### src/rtl/scr_pkg.sv
// Shared types and constants of the smartcard character receiver.
`default_nettype none

package scr_pkg;

	localparam int DATA_BITS = 8;
	localparam int BIT_W     = $clog2(DATA_BITS);
	localparam int ETU_W     = 13;
	localparam int CHAR_W    = 8;
	localparam int IN_TDATA_W  = 8;
	localparam int OUT_TDATA_W = 8;
	localparam int OUT_TUSER_W = 2;

	localparam logic [ETU_W-1:0] ETU_RESET = ETU_W'(744);

	typedef enum logic [4:0] {
		PH_IDLE   = 5'b00001,
		PH_START  = 5'b00010,
		PH_DATA   = 5'b00100,
		PH_PARITY = 5'b01000,
		PH_STOP   = 5'b10000
	} frame_phase_t;

	typedef struct packed {
		logic rst_level;
		logic io_level;
		logic clk_level;
	} line_sample_t;

	typedef struct packed {
		logic              valid;
		logic [CHAR_W-1:0] char_byte;
		logic              parity_error;
		logic              framing_error;
	} char_result_t;

endpackage

`default_nettype wire

### src/rtl/scr_frame.sv
// Character framing state: edge counting, bit sampling, parity and stop check.
`default_nettype none

module scr_frame import scr_pkg::*; (
	input  logic              clk,
	input  logic              arst_n,
	input  logic              step_en,
	input  line_sample_t      sample,
	input  logic [ETU_W-1:0]  edges_per_etu,
	output char_result_t      result
);

	frame_phase_t           phase_q, phase_d;
	logic                   prev_clk_q, prev_clk_d;
	logic                   prev_io_q, prev_io_d;
	logic                   prev_rst_q, prev_rst_d;
	logic                   armed_q, armed_d;
	logic [ETU_W-1:0]       edge_count_q, edge_count_d;
	logic [BIT_W-1:0]       bit_index_q, bit_index_d;
	logic [DATA_BITS-1:0]   shift_q, shift_d;
	logic                   parity_q, parity_d;

	logic                   clk_edge;
	logic                   io_edge;
	logic [ETU_W-1:0]       target_raw;
	logic [ETU_W-1:0]       target;
	logic [ETU_W-1:0]       count_inc;
	logic                   sample_pt;
	logic                   last_bit;

	always_comb begin
		phase_d      = phase_q;
		prev_clk_d   = sample.clk_level;
		prev_io_d    = sample.io_level;
		prev_rst_d   = sample.rst_level;
		armed_d      = armed_q;
		edge_count_d = edge_count_q;
		bit_index_d  = bit_index_q;
		shift_d      = shift_q;
		parity_d     = parity_q;
		result       = '0;

		clk_edge   = sample.clk_level != prev_clk_q;
		io_edge    = sample.io_level != prev_io_q;
		// half an etu for the start bit, a full etu after that, never below one edge
		target_raw = (phase_q == PH_START) ? {1'b0, edges_per_etu[ETU_W-1:1]} : edges_per_etu;
		target     = (target_raw == '0) ? ETU_W'(1) : target_raw;
		count_inc  = edge_count_q + ETU_W'(1);
		sample_pt  = count_inc >= target;
		last_bit   = ({1'b0, bit_index_q} + (BIT_W+1)'(1)) >= (BIT_W+1)'(DATA_BITS);

		if (phase_q == PH_IDLE) begin
			if (armed_q && io_edge) begin
				phase_d      = PH_START;
				edge_count_d = '0;
				bit_index_d  = '0;
				shift_d      = '0;
				parity_d     = 1'b0;
			end else if (!armed_q && sample.rst_level && !prev_rst_q) begin
				armed_d = 1'b1;
			end
		end else if (clk_edge) begin
			edge_count_d = count_inc;
			if (sample_pt) begin
				edge_count_d = '0;
				case (phase_q)
					PH_START: begin
						phase_d     = PH_DATA;
						bit_index_d = '0;
					end
					PH_DATA: begin
						shift_d = {sample.io_level, shift_q[DATA_BITS-1:1]};
						if (last_bit) begin
							bit_index_d = '0;
							phase_d     = PH_PARITY;
						end else begin
							bit_index_d = bit_index_q + BIT_W'(1);
						end
					end
					PH_PARITY: begin
						parity_d = (^shift_q) ^ sample.io_level;
						phase_d  = PH_STOP;
					end
					PH_STOP: begin
						result.valid         = 1'b1;
						result.char_byte     = CHAR_W'(shift_q);
						result.parity_error  = parity_q;
						result.framing_error = ~sample.io_level;
						phase_d              = PH_IDLE;
					end
					default: begin
						phase_d = PH_IDLE;
					end
				endcase
			end
		end
	end

	always_ff @(posedge clk or negedge arst_n) begin
		if (!arst_n) begin
			phase_q      <= PH_IDLE;
			prev_clk_q   <= 1'b0;
			prev_io_q    <= 1'b1;
			prev_rst_q   <= 1'b0;
			armed_q      <= 1'b0;
			edge_count_q <= '0;
			bit_index_q  <= '0;
			shift_q      <= '0;
			parity_q     <= 1'b0;
		end else if (step_en) begin
			phase_q      <= phase_d;
			prev_clk_q   <= prev_clk_d;
			prev_io_q    <= prev_io_d;
			prev_rst_q   <= prev_rst_d;
			armed_q      <= armed_d;
			edge_count_q <= edge_count_d;
			bit_index_q  <= bit_index_d;
			shift_q      <= shift_d;
			parity_q     <= parity_d;
		end
	end

endmodule

`default_nettype wire

### src/rtl/smartcard_character_receiver_unit.sv
// Path: a beat lands in the input register, then advances into the framing state, and the
// character whose stop bit it samples is registered into the output slot on the master side.
// Throughput: one line-sample beat per cycle; a held result stalls intake only while
// m_tready is low. Reset (arst_n low) resets the line history and framing state, clears both
// valid flags and sets edges_per_etu to 744; the block then waits for a reset-line rise.
// Top level of the smartcard character receiver.
`default_nettype none

module smartcard_character_receiver_unit import scr_pkg::*; (
	input  logic                   clk,
	input  logic                   arst_n,
	// configuration: edges_per_etu
	input  logic                   cfg_we,
	input  logic [ETU_W-1:0]       cfg_wdata,
	// line samples
	input  logic                   s_tvalid,
	output logic                   s_tready,
	input  logic [IN_TDATA_W-1:0]  s_tdata,   // [0] clk_level, [1] io_level, [2] rst_level
	// received characters
	output logic                   m_tvalid,
	input  logic                   m_tready,
	output logic [OUT_TDATA_W-1:0] m_tdata,   // [7:0] char_byte
	output logic [OUT_TUSER_W-1:0] m_tuser    // [0] parity_error, [1] framing_error
);

	logic [ETU_W-1:0]  etu_q;
	logic              valid_s1;
	line_sample_t      sample_s1;
	logic              advance;
	char_result_t      result;
	logic              out_valid_q;
	logic [CHAR_W-1:0] out_byte_q;
	logic              out_perr_q;
	logic              out_ferr_q;

	assign advance  = valid_s1 && (!out_valid_q || m_tready);
	assign s_tready = !valid_s1 || advance;

	always_ff @(posedge clk or negedge arst_n) begin
		if (!arst_n) begin
			etu_q <= ETU_RESET;
		end else if (cfg_we) begin
			etu_q <= cfg_wdata;
		end
	end

	always_ff @(posedge clk or negedge arst_n) begin
		if (!arst_n) begin
			valid_s1 <= 1'b0;
		end else if (s_tready) begin
			valid_s1 <= s_tvalid;
		end
	end

	always_ff @(posedge clk) begin
		if (s_tvalid && s_tready) begin
			sample_s1.clk_level <= s_tdata[0];
			sample_s1.io_level  <= s_tdata[1];
			sample_s1.rst_level <= s_tdata[2];
		end
	end

	scr_frame u_frame (
		.clk           (clk),
		.arst_n        (arst_n),
		.step_en       (advance),
		.sample        (sample_s1),
		.edges_per_etu (etu_q),
		.result        (result)
	);

	always_ff @(posedge clk or negedge arst_n) begin
		if (!arst_n) begin
			out_valid_q <= 1'b0;
		end else if (advance && result.valid) begin
			out_valid_q <= 1'b1;
		end else if (m_tready) begin
			out_valid_q <= 1'b0;
		end
	end

	// hold the character until its beat is taken
	always_ff @(posedge clk) begin
		if (advance && result.valid) begin
			out_byte_q <= result.char_byte;
			out_perr_q <= result.parity_error;
			out_ferr_q <= result.framing_error;
		end
	end

	assign m_tvalid = out_valid_q;
	assign m_tdata  = OUT_TDATA_W'(out_byte_q);
	assign m_tuser  = {out_ferr_q, out_perr_q};

endmodule

`default_nettype wire

### config.mk
export PLATFORM = sky130hd
export DESIGN_NAME = smartcard_character_receiver_unit
export DESIGN_NICKNAME = d
export VERILOG_FILES = /design/src/rtl/scr_pkg.sv /design/src/rtl/scr_frame.sv /design/src/rtl/smartcard_character_receiver_unit.sv
export SDC_FILE = /design/constraint.sdc
export NUM_CORES = 1
export LEC_CHECK = 0
export BUFFER_PORTS_ARGS = -buffer_cell sky130_fd_sc_hd__clkbuf_2
export CORE_MARGIN = 2
export CORE_UTILIZATION = 53
export DETAILED_ROUTE_END_ITERATION = 6
export HOLD_SLACK_MARGIN = 0.1
export PLACE_DENSITY = 0.76
export SLEW_MARGIN = 20
export SYNTH_ARGS = -nofsm -noshare
export SYNTH_HDL_FRONTEND = slang
export SYNTH_SLANG_ARGS = --single-unit
### constraint.sdc
create_clock -name clk -period 4.1 [get_ports clk]
set_clock_uncertainty 0.05 [all_clocks]
set_input_delay 0.82 -clock clk [delete_from_list [all_inputs] [get_ports clk]]
set_output_delay 0.82 -clock clk [all_outputs]
set_load 0.1 [all_outputs]
After elaboration in Yosys (flattened, before gate mapping)
Cells that the tools add are included.
Cells by class
  $add $sub $neg: 3
  $lt $le $gt $ge: 2
  equality and inequality tests: 9
  multiplexer cells: 34
  bitwise operators: 6
  reduce and logical (&&, ||, !) cells: 27
Operator list (count)
  13-bit 2-to-1 mux: 6
  11-bit 2-to-1 mux: 4
  8-bit 2-to-1 mux: 5
  5-bit 2-to-1 mux: 5
  5-bit AND reduction: 4
  3-bit 2-to-1 mux: 5
  5-bit one-hot mux with 3 select lines: 1
  13-bit by 1-bit adder with 13-bit output (second input constant): 1
  13-bit greater-or-equal comparator: 1
  13-bit zero test: 1
  2-bit nonzero test: 5
  8-bit parity: 1
  1-bit 2-to-1 mux: 7
  1-bit logical AND: 6
  3-bit one-hot mux with 2 select lines: 1
  5-bit by 1-bit equality test with 1-bit output (second input constant): 1
  5-bit by 2-bit equality test with 1-bit output (second input constant): 1
  5-bit by 3-bit equality test with 1-bit output (second input constant): 1
  5-bit by 4-bit equality test with 1-bit output (second input constant): 1
  5-bit equality test (second input constant): 1
  1-bit NOT: 5
  3-bit by 1-bit adder with 4-bit output (second input constant): 1
  4-bit greater-or-equal comparator (second input constant): 1
  1-bit zero test: 4
  other kinds (10): 12
Word-level totals
  register bits: 62
  output and inout port bits: 12
  word-level logic and storage cells: 99

Logic depth before layout (Yosys ltp)
Gate-level depths: netlist of run 1.
  depth after elaboration: 10
  mapped depth: 14

Modules after synthesis
From an unflattened synthesis of run 1, not the netlist that was laid out.
Second synthesis, totals
  cell total of the unflattened synthesis: 278
  area, all modules: 3331.9 um^2
Modules (own cells, without submodules)
  scr_frame: times used 1, cells each 226, area an instance 2303.5 um^2
  smartcard_character_receiver_unit: times used 1, cells each 52, area an instance 1028.5 um^2

Least setup slack after synthesis of run 1
OpenSTA, ideal clock, no wires.
  path kind: reg-to-reg
  start: reg u_frame.edge_count_q[0]
  end: reg out_byte_q[0] (netlist: m_tdata[0]) (enable)
  setup time: 377 ps
  data arrival time: 3421 ps
  data required time: 3673 ps
  setup slack: 252 ps
  stages on the path, launching flop included: 14
  path buffers: 0
  clock period less this slack: 3848 ps
  cell sequence: dfrtp_1 ha_1 and4_1 and2_1 nand3_1 or2_2 xnor2_1 ha_1 nand4_1 nor3_1 o311ai_2 and2_1 nor4b_2 nor2b_1
On the way
  cells in the longest elaborated chain, start to end: 6
RTL lines
  from (decl): line scr_frame.sv:18  | logic [ETU_W-1:0] edge_count_q, edge_count_d;
  from (signal assigned): line scr_frame.sv:116  | edge_count_q <= edge_count_d;
  13-bit by 1-bit adder with 13-bit output: line scr_frame.sv:48  | count_inc = edge_count_q + ETU_W'(1);
  13-bit greater-or-equal comparator: line scr_frame.sv:49  | sample_pt = count_inc >= target;
  11-bit 2-to-1 mux: line scr_frame.sv:64  | if (sample_pt) begin
  11-bit 2-to-1 mux: line scr_frame.sv:62  | end else if (clk_edge) begin
  11-bit 2-to-1 mux: line scr_frame.sv:52  | if (phase_q == PH_IDLE) begin
  1-bit logical AND: line smartcard_character_receiver_unit.sv:84  | if (advance && result.valid) begin
  to (signal assigned): line smartcard_character_receiver_unit.sv:85  | out_byte_q <= result.char_byte;
  to (decl): line smartcard_character_receiver_unit.sv:32  | logic [CHAR_W-1:0] out_byte_q;
Every way passes these cells.
A chain may end at the register's enable or synchronous reset.

Worst setup path in the final report of run 1
  start: reg u_frame.edge_count_q[0]
  end: reg out_byte_q[5] (netlist: m_tdata[5]) (enable)
Same word-level chain as after synthesis.

==> results of run 1 <==
==> metrics by stage <==
| stage | utilization (%) | power (mW) | std cells |
|---|---|---|---|
| 2_1_floorplan | - | 0.888 | 306 |
| 3_3_place_gp | 59.5 | 0.943 | 406 |
| 3_5_place_dp | 59.5 | 0.955 | 406 |
| 4_1_cts | 62.8 | 1.50 | 422 |
| 5_1_grt | 63.1 | 1.57 | 422 |
| 6_report | 63.1 | 1.49 | 422 |
==> sequential cells by signal, indices dropped and copies added (netlist names), 3 cells and up <==
signal,flops
etu_q,13
m_tdata,8
sample_s1,3
u_frame.bit_index_q,3
u_frame.edge_count_q,13
u_frame.phase_q,5
u_frame.shift_q,8
==> power breakdown <==
group | leakage [nW] | total [mW] | internal, mW | switching (mW)
registers | 0.750 | 0.728 | 0.677 | 0.0513
clock network | 0.0996 | 0.536 | 0.282 | 0.254
logic | 0.919 | 0.227 | 0.103 | 0.125
total | 1.77 | 1.49 | 1.06 | 0.430
==> worst max-delay path, delay by kind of cell (launching register included) <==
kind / cells / cell delay (ps)
AOI/OAI and AO/OA: 1 / 180
adders and majority gates: 2 / 530
DFF: 1 / 410
and+or+nand+nor: 9 / 1970
buffers and inverters: 1 / 190
xor gates and xnor gates: 1 / 140
==> layer usage <==
metal | routed length, microns | global-route usage [%] | up-vias
met5 | 0 | 0 | -
met4 | 111 | 8.79 | 0
met3 | 235 | 4.47 | 10
met2 | 2990 | 31.0 | 52
met1 | 2930 | 26.7 | 1132
li1 | - | - | 1180
==> area by class of cell <==
type                    instances  area [sq um]  share of cell area (%)
clock buffers                   9           124                    3.28
clock inverters                 7          73.8                    1.95
inverters                       9          33.8                   0.894
multi-input cells             222          1620                    42.9
flip-flops and latches         62          1630                    43.1
well taps                      75          93.8                    2.48
repair buffers                 38           205                    5.43
==> cell usage after synthesis (2+ instances only) <==
cell      count  area share (%)
clkbuf_1      5            0.56
buf_2         4            0.60
nor4_1        3            0.56
nor2_1        7            0.79
and2_1       12             2.3
edfxtp_1     13              12
a22o_1        6             1.6
a21o_1        5             1.1
nand2_1      27             3.0
nand3_1      26             3.9
dfstp_2       7             5.5
or2_2         2            0.38
nor3_2        2            0.60
ha_1         15             5.6
dfrtp_1      42              32
inv_1         9             1.0
nand2b_1      4            0.75
nor2b_1       3            0.56
mux2_2       15             5.1
and3_1        5            0.94
o21ai_0      18             2.7
xnor2_1      18             4.7
nor3_1        5            0.75
a21oi_1       7             1.1
mux2i_1      13             3.9
xor2_1        2            0.53
buf_4         3            0.68
a211o_1       2            0.53
or3_1         6             1.1
==> cells in the final DEF, fill, tap and decap left out, drive strengths merged, types with 6 or more instances in the layout <==
| cell | instances |
|---|---|
| dfstp | 7 |
| and2 | 12 |
| a22o | 6 |
| nand3 | 26 |
| a21oi | 8 |
| mux2 | 16 |
| inv | 10 |
| xnor2 | 18 |
| clkbuf | 41 |
| buf | 6 |
| dfrtp | 42 |
| or3 | 6 |
| nand2 | 28 |
| nor2 | 7 |
| o21ai | 19 |
| nor3 | 7 |
| mux2i | 13 |
| ha | 15 |
| edfxtp | 13 |
==> final timing paths <==
check                                                    start                             endpoint  depth (start not counted)
setup / recovery           u_frame.edge_count_q[0]$_DFFE_PN0P_             m_tdata[5]$_SDFFCE_PP0P_                         14
setup reg to reg           u_frame.edge_count_q[0]$_DFFE_PN0P_             m_tdata[5]$_SDFFCE_PP0P_                         14
min in group asynchronous                               arst_n       u_frame.prev_clk_q$_DFFE_PN0P_                          2
hold reg to reg                    u_frame.armed_q$_DFFE_PN0P_          u_frame.armed_q$_DFFE_PN0P_                          1
hold / removal                     u_frame.armed_q$_DFFE_PN0P_          u_frame.armed_q$_DFFE_PN0P_                          1
max in group asynchronous                               arst_n  u_frame.edge_count_q[0]$_DFFE_PN0P_                          2
==> logic make-up after synthesis <==
family          count (synthesis)  share of synthesized area [%]
fa+ha+maj                      15                           5.63
buf+inv                        22                           3.19
xor+xnor                       20                           5.25
compound gates                 49                           10.5
mux                            29                           9.30
simple gates                  109                           17.4
flops                          62                           48.7
==> run summary, run 1 <==
Post-DP Area: 0.00356 sq mm
Antenna violations before repair: 0
CP max-delay cell: dfrtp_2
Area grow syn2layout: 13.2%
Avg Vias per Cell: 5.63
Run status: complete, no violations
Initial Utilization: 55.7%
Antenna Cells: 0
Post-CTS Setup Inserts: 0
Number of port buffers: 32
Synthesized instance count: 306
Drt wl/cell: 14.8 microns
Routed WL: 6270 microns
Max Fclk: 266 MHz
Final count of pins violating max slew: 0
CTS tree: done
# Max-Cap Violations: 0
Row cnt: 28
Post-Syn Area: 0.00334 sq mm
Seq/Total Area, Yosys: 48.7%
CP endpoint kind: flip-flop
Max clock buf depth: 2
Setup TNS: 0 ps
CORE AREA: 0.00599 sq mm
Total gr overflow: 0
Vias: 2374
Distinct cells, synth: 49
Post-route cell area: 0.00378 sq mm
Number of global-route vias before repair: 2333
Least-Margin Pin Slew: 704 ps
Final #Nets: 383
Crit path DAT: 3760 ps
Post-Place Worst Slack: 163 ps
Worst-path clk slew: 70 ps
CTS Buf Count: 9
Final Hold Fails: 0
Fin crit share: 91.7%
Post-route ant nets: 0
Layout cells sized above 1: 25.9%
Min-Delay Path Class: flip-flop to flip-flop
Pre-antenna DRT Iters: 4
Syn_area_per_cell: 10.9 sq um
Top FF cell, synth: dfrtp_1
Cell mode on critical path: ha_1
RSZ-0062 raised after global routing: no
Reg2Reg Setup Slack: 340 ps
Worst slew margin: 53.1%
Post-detail-place hpwl: 4420 microns
Async S/R FF share, synth: 79.0%
Worst hold slack: 428 ps
Number of synthesized flops with an enable pin: 13
Setup Viol. Count Final: 0
Worst skew pair latency: 330 ps
CTS sink cnt: 62
Die Width: 83.3 microns
Synth Register Bits: 62
Crit path cell chain: ha_1 -> and4_1 -> and2_1 -> nand3_1 -> or2_2 -> xnor2_1 -> ha_1 -> nand4_1 -> nor3_2 -> o311ai_4 -> and2_2 -> nor4b_2 -> nor2b_1 -> buf_4
Largest net degree at the start of global routing: 50
H-tree Lvls: 3
Worst path max stage delay: 410 ps
Initial drt markers: 197
Post_cts resized: 0
CP required: 4100 ps
Leak: 1.77 nW
Power per cell area: 395 mW/mm^2
Worst Setup Slack, final: 339 ps
Filler cells: 491
Synth warn: 0
VDD IR-drop max: 0.301 mV
Startpoint types: flip-flop
# IOs: 38
Tmin final: 3760 ps
Remaining DRCs: 0
Clk root buf: clkbuf_8
Overall routing resource usage: 19.9%
First-pass GRT wire length: 11000 microns
Post-CTS Hold Buffers: 0
Final GP Congestion: 0.839
Die ar.: 0.00694 sq mm
Die H: 83.3 microns
Synth Net Count: 347
Critical path type: flip-flop to flip-flop
CP max FO: 10
Power figures use the tool's default switching activity.
==> run 2: changes to the inputs <==
ABC_AREA = 1   (was default)
CORE_UTILIZATION = 64   (was 53)
PLACE_DENSITY = 0.86   (was 0.76)
clock period = 4.5 ns   (was 4.1 ns; I/O delays follow)
==> run summary, run 2 <==
CTS Buf Count: 9 (unchanged)
Die H: 79.2 microns (-5.0%)
Drt wl/cell: 12.3 microns (-17%)
Fin crit share: 81.8% (-9.9 points)
Clk root buf: clkbuf_8
Cell mode on critical path: nor2_1
CTS sink cnt: 62 (unchanged)
Area grow syn2layout: 11.1%
Initial drt markers: 303 (+54%)
Overall routing resource usage: 25.3% (+5.4 points)
Most frequent cells in the layout: nand2_1, inv_1, dfrtp_1, nor2_1, clkbuf_2
Most common cell after layout, fill and taps aside: nand2_1
Comb pwr share: 34.3% (+19 points)
Worst path max stage delay: 450 ps (+40 ps)
Die Width: 79.2 microns (-5.0%)
Mux share of post-synthesis cell area: 1.25% (-8.1 points)
Largest family of logic cells by synthesized area: simple AND/OR/NAND/NOR gates
Final count of pins violating max slew: 0 (unchanged)
Crit path DAT: 3690 ps (-70 ps)
CP endpoint kind: flip-flop
# IOs: 38 (unchanged)
Setup TNS: 0 ps (unchanged)
Antenna Cells: 0 (unchanged)
Vias: 3031 (+28%)
Post-synth top cells: nand2_1, inv_1, dfrtp_1
Die ar.: 0.00627 sq mm (-9.8%)
Pre-antenna DRT Iters: 5 (+1)
Synth Register Bits: 62 (unchanged)
Seq/Total Area, Yosys: 45.0% (-3.8 points)
Layout cells sized above 1: 15.6% (-10 points)
RSZ-0062 raised after global routing: no
Number of port buffers: 32 (unchanged)
Max Fclk: 272 MHz (+2.1%)
Startpoint types: flip-flop
Simple-Gate Fraction of Synth Area: 32.3% (+15 points)
Initial Utilization: 66.0% (+10 points)
Post-Syn Area: 0.00361 sq mm (+8.4%)
Clock network fraction of total power: 27.5% (-8.4 points)
Min-Delay Path Class: flip-flop to flip-flop
Worst skew pair latency: 340 ps (about the same)
Avg Vias per Cell: 5.23 (-7.1%)
CP max-delay cell: dfrtp_1
Synth warn: 0 (unchanged)
Row cnt: 27 (-3.6%)
First-pass GRT wire length: 12400 microns (+12%)
Final GP Congestion: 0.804 (-4.1%)
Top FF cell, synth: dfrtp_1
Critical path type: flip-flop to flip-flop
Largest area contributor in the synthesized netlist: dfrtp_1
Post-CTS Hold Buffers: 0 (unchanged)
Worst slew margin: 58.7% (+5.6 points)
Synthesized instance count: 470 (+54%)
Tmin final: 3680 ps (-78.2 ps)
Synth Area in XOR/XNOR: 2.67% (-2.6 points)
CTS tree: done
Total gr overflow: 0 (unchanged)
Max clock buf depth: 2 (unchanged)
Leak: 2.16 nW (+22%)
Share of power burned in registers: 38.3% (-11 points)
Final Hold Fails: 0 (unchanged)
Post_cts resized: 0 (unchanged)
Final #Nets: 544 (+42%)
Top post-synthesis cells by area: dfrtp_1, nand2_1, edfxtp_1, inv_1, ha_1
Power per cell area: 446 mW/mm^2 (+13%)
WP buf/inv: 1 (unchanged)
Synthesized-area fraction occupied by adder cells: 5.19% (-0.43 points)
Sw Ratio: 39.2% (+10 points)
Syn_area_per_cell: 7.69 sq um (-29%)
Synth Net Count: 511 (+47%)
CORE AREA: 0.00547 sq mm (-8.6%)
Number of global-route vias before repair: 2916 (+25%)
Non-Filler Instances: 580 (+37%)
Routed WL: 7150 microns (+14%)
Int Power: 1.09 mW (+2.7%)
Run status: complete, no violations
CP max FO: 26 (+16)
# Max-Cap Violations: 0 (unchanged)
Setup Viol. Count Final: 0 (unchanged)
Async S/R FF share, synth: 79.0% (unchanged)
H-tree Lvls: 3 (unchanged)
Post-detail-place hpwl: 5040 microns (+14%)
Largest net degree at the start of global routing: 50 (unchanged)
Number of synthesized flops with an enable pin: 13 (unchanged)
Worst-path clk slew: 70 ps (about the same)
Post-route ant nets: 0 (unchanged)
Distinct cells, synth: 34 (-31%)
Inst Count DP: 564 (+39%)
Count leader, synth: nand2_1
Largest registers: etu_q x13, u_frame.edge_count_q x13
Filler cells: 426 (-13%)
Psw: 0.703 mW (+64%)
Yosys top cell area share: 29.1% (-2.4 points)
Antenna violations before repair: 0 (unchanged)
CP required: 4500 ps (+400 ps)
VDD IR-drop max: 0.340 mV (+13%)
Post-CTS Setup Inserts: 0 (unchanged)
Reg2Reg Setup Slack: 820 ps (+480 ps)
Post-synthesis compound-gate area fraction: 5.54% (-4.9 points)
Remaining DRCs: 0 (unchanged)
CP top delay family: simple AND/OR/NAND/NOR gates
Least-Margin Pin Slew: 620 ps (-84.4 ps)
Crit path cell chain: nor2_4 -> nand3_2 -> o21ai_0 -> nor2_1 -> nand2_1 -> nor2_1 -> nand2_1 -> nand2_1 -> ha_1 -> nand2_1 -> nor2_1 -> nor2_1 -> nand3_1 -> nand3_1 -> nor2_1 -> buf_4
-- run 2: cell types whose count changed after synthesis, moves of 10 or more --
cell / previous run / this run
and2_1: 12 / 0
inv_1: 9 / 59
mux2_2: 15 / 4
mux2i_1: 13 / 0
nand2_1: 27 / 173
nand4_1: 1 / 11
nor2_1: 7 / 39
xnor2_1: 18 / 3
-- run 2: area by class of cell --
class / instances / area (sq um) / share of cell area [%]
Multi-Input combinational cell: 335 / 1700 / 42.3
Inverter: 61 / 231 / 5.76
Sequential cell: 62 / 1630 / 40.5
Clock inverter: 7 / 73.8 / 1.84
Clock buffer: 9 / 124 / 3.08
Tap cell: 72 / 90.1 / 2.24
Timing Repair Buffer: 34 / 175 / 4.36
-- run 2: power groups by stage --
| stage | Combinational, mW | Clock [mW] | Sequential, mW |
|---|---|---|---|
| CTS | 0.619 | 0.494 | 0.685 |
| global placement | 0.583 | 0 | 0.693 |
| detailed placement | 0.614 | 0 | 0.695 |
| floorplan | 0.501 | 0 | 0.684 |
| finish | 0.614 | 0.492 | 0.687 |
| global route | 0.723 | 0.523 | 0.693 |
-- run 2: logic make-up (layout without fill, tap and decap cells) --
logic type,Yosys count,count (layout)
flops,62,62
compound gates,35,35
buf+inv,73,111
simple gates,270,270
xor+xnor,11,11
fa+ha+maj,15,15
mux,4,4
-- run 2: worst paths after layout --
| path | from | cells past startpoint | to |
|---|---|---|---|
| max in group asynchronous | arst_n | 2 | u_frame.parity_q$_DFFE_PN0P_ |
| worst max-delay path | u_frame.phase_q[3]$_DFFE_PN0P_ | 16 | m_tdata[0]$_SDFFCE_PP0P_ |
| worst min register to register | u_frame.armed_q$_DFFE_PN0P_ | 2 | u_frame.armed_q$_DFFE_PN0P_ |
| worst max register to register | u_frame.phase_q[3]$_DFFE_PN0P_ | 16 | m_tdata[0]$_SDFFCE_PP0P_ |
| worst min-delay path | u_frame.armed_q$_DFFE_PN0P_ | 2 | u_frame.armed_q$_DFFE_PN0P_ |
| min in group asynchronous | arst_n | 2 | etu_q[2]$_DFFE_PN0P_ |
-- run 2: routing by layer --
layer,GRT usage (%),share of wire (%),up-vias
met5,0,0,-
met4,9.48,1.8,0
met3,6.36,4.7,15
met2,42.4,49,78
met1,31.7,44,1392
li1,-,-,1546
-- run 2: worst reg2reg max path: cells and delay by family (launching register included) --
kind | cells | cell delay [ps]
fa+ha+maj | 1 | 260
simple gates | 13 | 2010
compound gates | 1 | 410
buf+inv | 1 | 210
flops | 1 | 450
-- run 2: metrics by stage --
step	util, %	cell area (sq um)	worst slack [ps]	power [mW]	hold slack (ps)
after CTS	73.4	4020	820	1.80	445
after detailed placement	69.8	3820	830	1.31	393
after floorplan	-	3610	1440	1.19	374
after global routing	73.4	4020	305	1.94	460
after global placement	69.8	3820	915	1.28	383
final	73.4	4020	817	1.79	442
==> run 3: changes to the inputs <==
ABC_AREA = 0   (was 1)
CORE_UTILIZATION = 58   (was 64)
PLACE_DENSITY = 0.79   (was 0.86)
clock period = 3.6 ns   (was 4.5 ns; I/O delays follow)
==> run summary, run 3 (synthesis results as in run 1) <==
Max clock buf depth: 2 (unchanged)
Largest net degree at the start of global routing: 37 (-26%)
Post-route cell area: 0.00384 sq mm (-4.3%)
Final count of pins violating max slew: 0 (unchanged)
Total gr overflow: 0 (unchanged)
Share of power burned in registers: 50.8% (+13 points)
Clock network fraction of total power: 30.8% (+3.3 points)
Worst skew pair latency: 330 ps (about the same)
Least-Margin Pin Slew: 764 ps (+144 ps)
Antenna Cells: 0 (unchanged)
Number of global-route vias before repair: 2372 (-19%)
VDD IR-drop max: 0.339 mV (-0.32%)
Reg2reg end: m_tdata[0]$_SDFFCE_PP0P_
CP endpoint kind: flip-flop
Die H: 79.8 microns (+0.86%)
Initial drt markers: 196 (-35%)
Final GP Congestion: 0.863 (+7.3%)
Vias: 2444 (-19%)
Layout cells sized above 1: 26.7% (+11 points)
Worst slew margin: 49.1% (-9.6 points)
Power per cell area: 419 mW/mm^2 (-6.1%)
Overall routing resource usage: 22.4% (-2.9 points)
Startpoint types: flip-flop
CTS tree: done
Psw: 0.457 mW (-35%)
Most frequent cells in the layout: dfrtp_1, clkbuf_2, nand2_1, nand3_1
Worst hold slack: 232 ps (-211 ps)
Post-CTS Setup Inserts: 0 (unchanged)
Comb pwr share: 18.5% (-16 points)
Met1 usage: 30.1% (-1.6 points)
Min-Delay Path Class: primary input to async pin
Setup Viol. Count Final: 0 (unchanged)
Final Hold Fails: 0 (unchanged)
Remaining DRCs: 0 (unchanged)
Largest registers: etu_q x13, u_frame.edge_count_q x13
Pre-antenna DRT Iters: 4 (-1)
Initial Utilization: 60.2% (-5.8 points)
Die Width: 79.8 microns (+0.86%)
Leak: 1.82 nW (-16%)
Met2 Usage GRT: 36.2% (-6.2 points)
CP required: 3600 ps (-900 ps)
Clk root buf: clkbuf_8
Tmin final: 3450 ps (-230 ps)
Post-DP Area: 0.00367 sq mm (-4.0%)
Worst Setup Slack, final: 148 ps (-670 ps)
First-pass GRT wire length: 10800 microns (-13%)
# Max-Cap Violations: 0 (unchanged)
Antenna violations before repair: 0 (unchanged)
CP max FO: 10 (-62%)
Most common cell after layout, fill and taps aside: dfrtp_1
Run status: complete, no violations
Post-Place Worst Slack: 10.5 ps (-820 ps)
Drt wl/cell: 15.2 microns (+23%)
Worst-path clk slew: 70 ps (about the same)
Number of port buffers: 32 (unchanged)
CTS Buf Count: 9 (unchanged)
Reg2Reg Setup Slack: 150 ps (-670 ps)
CORE AREA: 0.00554 sq mm (+1.2%)
Row cnt: 27 (unchanged)
H-tree Lvls: 3 (unchanged)
Post-detail-place hpwl: 4740 microns (-5.9%)
Sw Ratio: 28.4% (-11 points)
Post-CTS Hold Buffers: 0 (unchanged)
# IOs: 38 (unchanged)
Avg Vias per Cell: 5.67 (+8.5%)
Area grow syn2layout: 15.3%
Die ar.: 0.00637 sq mm (+1.7%)
Critical path type: flip-flop to flip-flop
Busiest metal layer after global routing: met2
Final #Nets: 395 (-27%)
Max Fclk: 290 MHz (+6.7%)
Routed WL: 6530 microns (-8.6%)
Worst r2r src: u_frame.edge_count_q[1]$_DFFE_PN0P_
FF-to-FF path depth: 14 (-2)
Crit path DAT: 3450 ps (-240 ps)
CTS sink cnt: 62 (unchanged)
Post-route ant nets: 0 (unchanged)
Global-route track usage on met3: 3.73% (-2.6 points)
Int Power: 1.15 mW (+5.8%)
Fin crit share: 95.9% (+14 points)
-- run 3: worst max-delay path by stage --
stage	start	endpoint	slack, ps
5_1_grt	u_frame.edge_count_q[1]$_DFFE_PN0P_	m_tdata[0]$_SDFFCE_PP0P_	-7
3_5_place_dp	u_frame.phase_q[0]$_DFFE_PN1P_	u_frame.shift_q[4]$_DFFE_PN0P_	10
2_1_floorplan	u_frame.edge_count_q[0]$_DFFE_PN0P_	m_tdata[0]$_SDFFCE_PP0P_	40
4_1_cts	u_frame.phase_q[0]$_DFFE_PN1P_	m_tdata[0]$_SDFFCE_PP0P_	10
6_report	u_frame.edge_count_q[1]$_DFFE_PN0P_	m_tdata[0]$_SDFFCE_PP0P_	150
3_3_place_gp	u_frame.phase_q[0]$_DFFE_PN1P_	u_frame.shift_q[6]$_DFFE_PN0P_	90
-- run 3: repair_timing --
| action | in CTS | in global routing |
|---|---|---|
| pin swaps | 0 | 1 |
| endpoints found under the setup margin | 2 | 37 |
| gates resized for setup | 1 | 3 |
-- run 3: power groups by stage --
stage / Combinational (mW) / Sequential, mW / Clock, mW
after detailed placement: 0.296 / 0.828 / 0
final: 0.298 / 0.818 / 0.496
after CTS: 0.297 / 0.816 / 0.501
after global routing: 0.334 / 0.823 / 0.528
after global placement: 0.279 / 0.824 / 0
after floorplan: 0.186 / 0.825 / 0
-- run 3: final cells by class --
cell class              count  area (sq um)
fillers                   418          1700
clock buffers              12           135
clock inverters             4          16.3
repair buffers             50           308
inverters                   9          33.8
multi-input cells         222          1640
flip-flops and latches     62          1630
well taps                  72          90.1
-- run 3: stage by stage --
stage	TNS, ps	power [mW]	std cells	utilization (%)
4_1_cts	0	1.61	431	69.1
3_3_place_gp	0	1.10	415	66.2
5_1_grt	-6.80	1.68	431	69.4
3_5_place_dp	0	1.12	415	66.2
2_1_floorplan	0	1.01	306	-
6_report	0	1.61	431	69.4
-- run 3: layer usage --
layer	up-vias	wire [microns]
met5	-	0
met2	49	3130
met4	0	71
met1	1192	3100
met3	6	226
li1	1197	-
-- run 3: worst max-delay path: stages (launching register included) --
cell and delay, ps:
dfrtp_1 350, ha_1 170, and4_1 240, and2_1 160, nand3_1 100, or2_2 340, xnor2_1 170, ha_1 330
nand4_1 140, nor3_2 190, o311ai_2 140, and2_1 220, nor4b_4 230, nor2b_4 210, buf_12 140
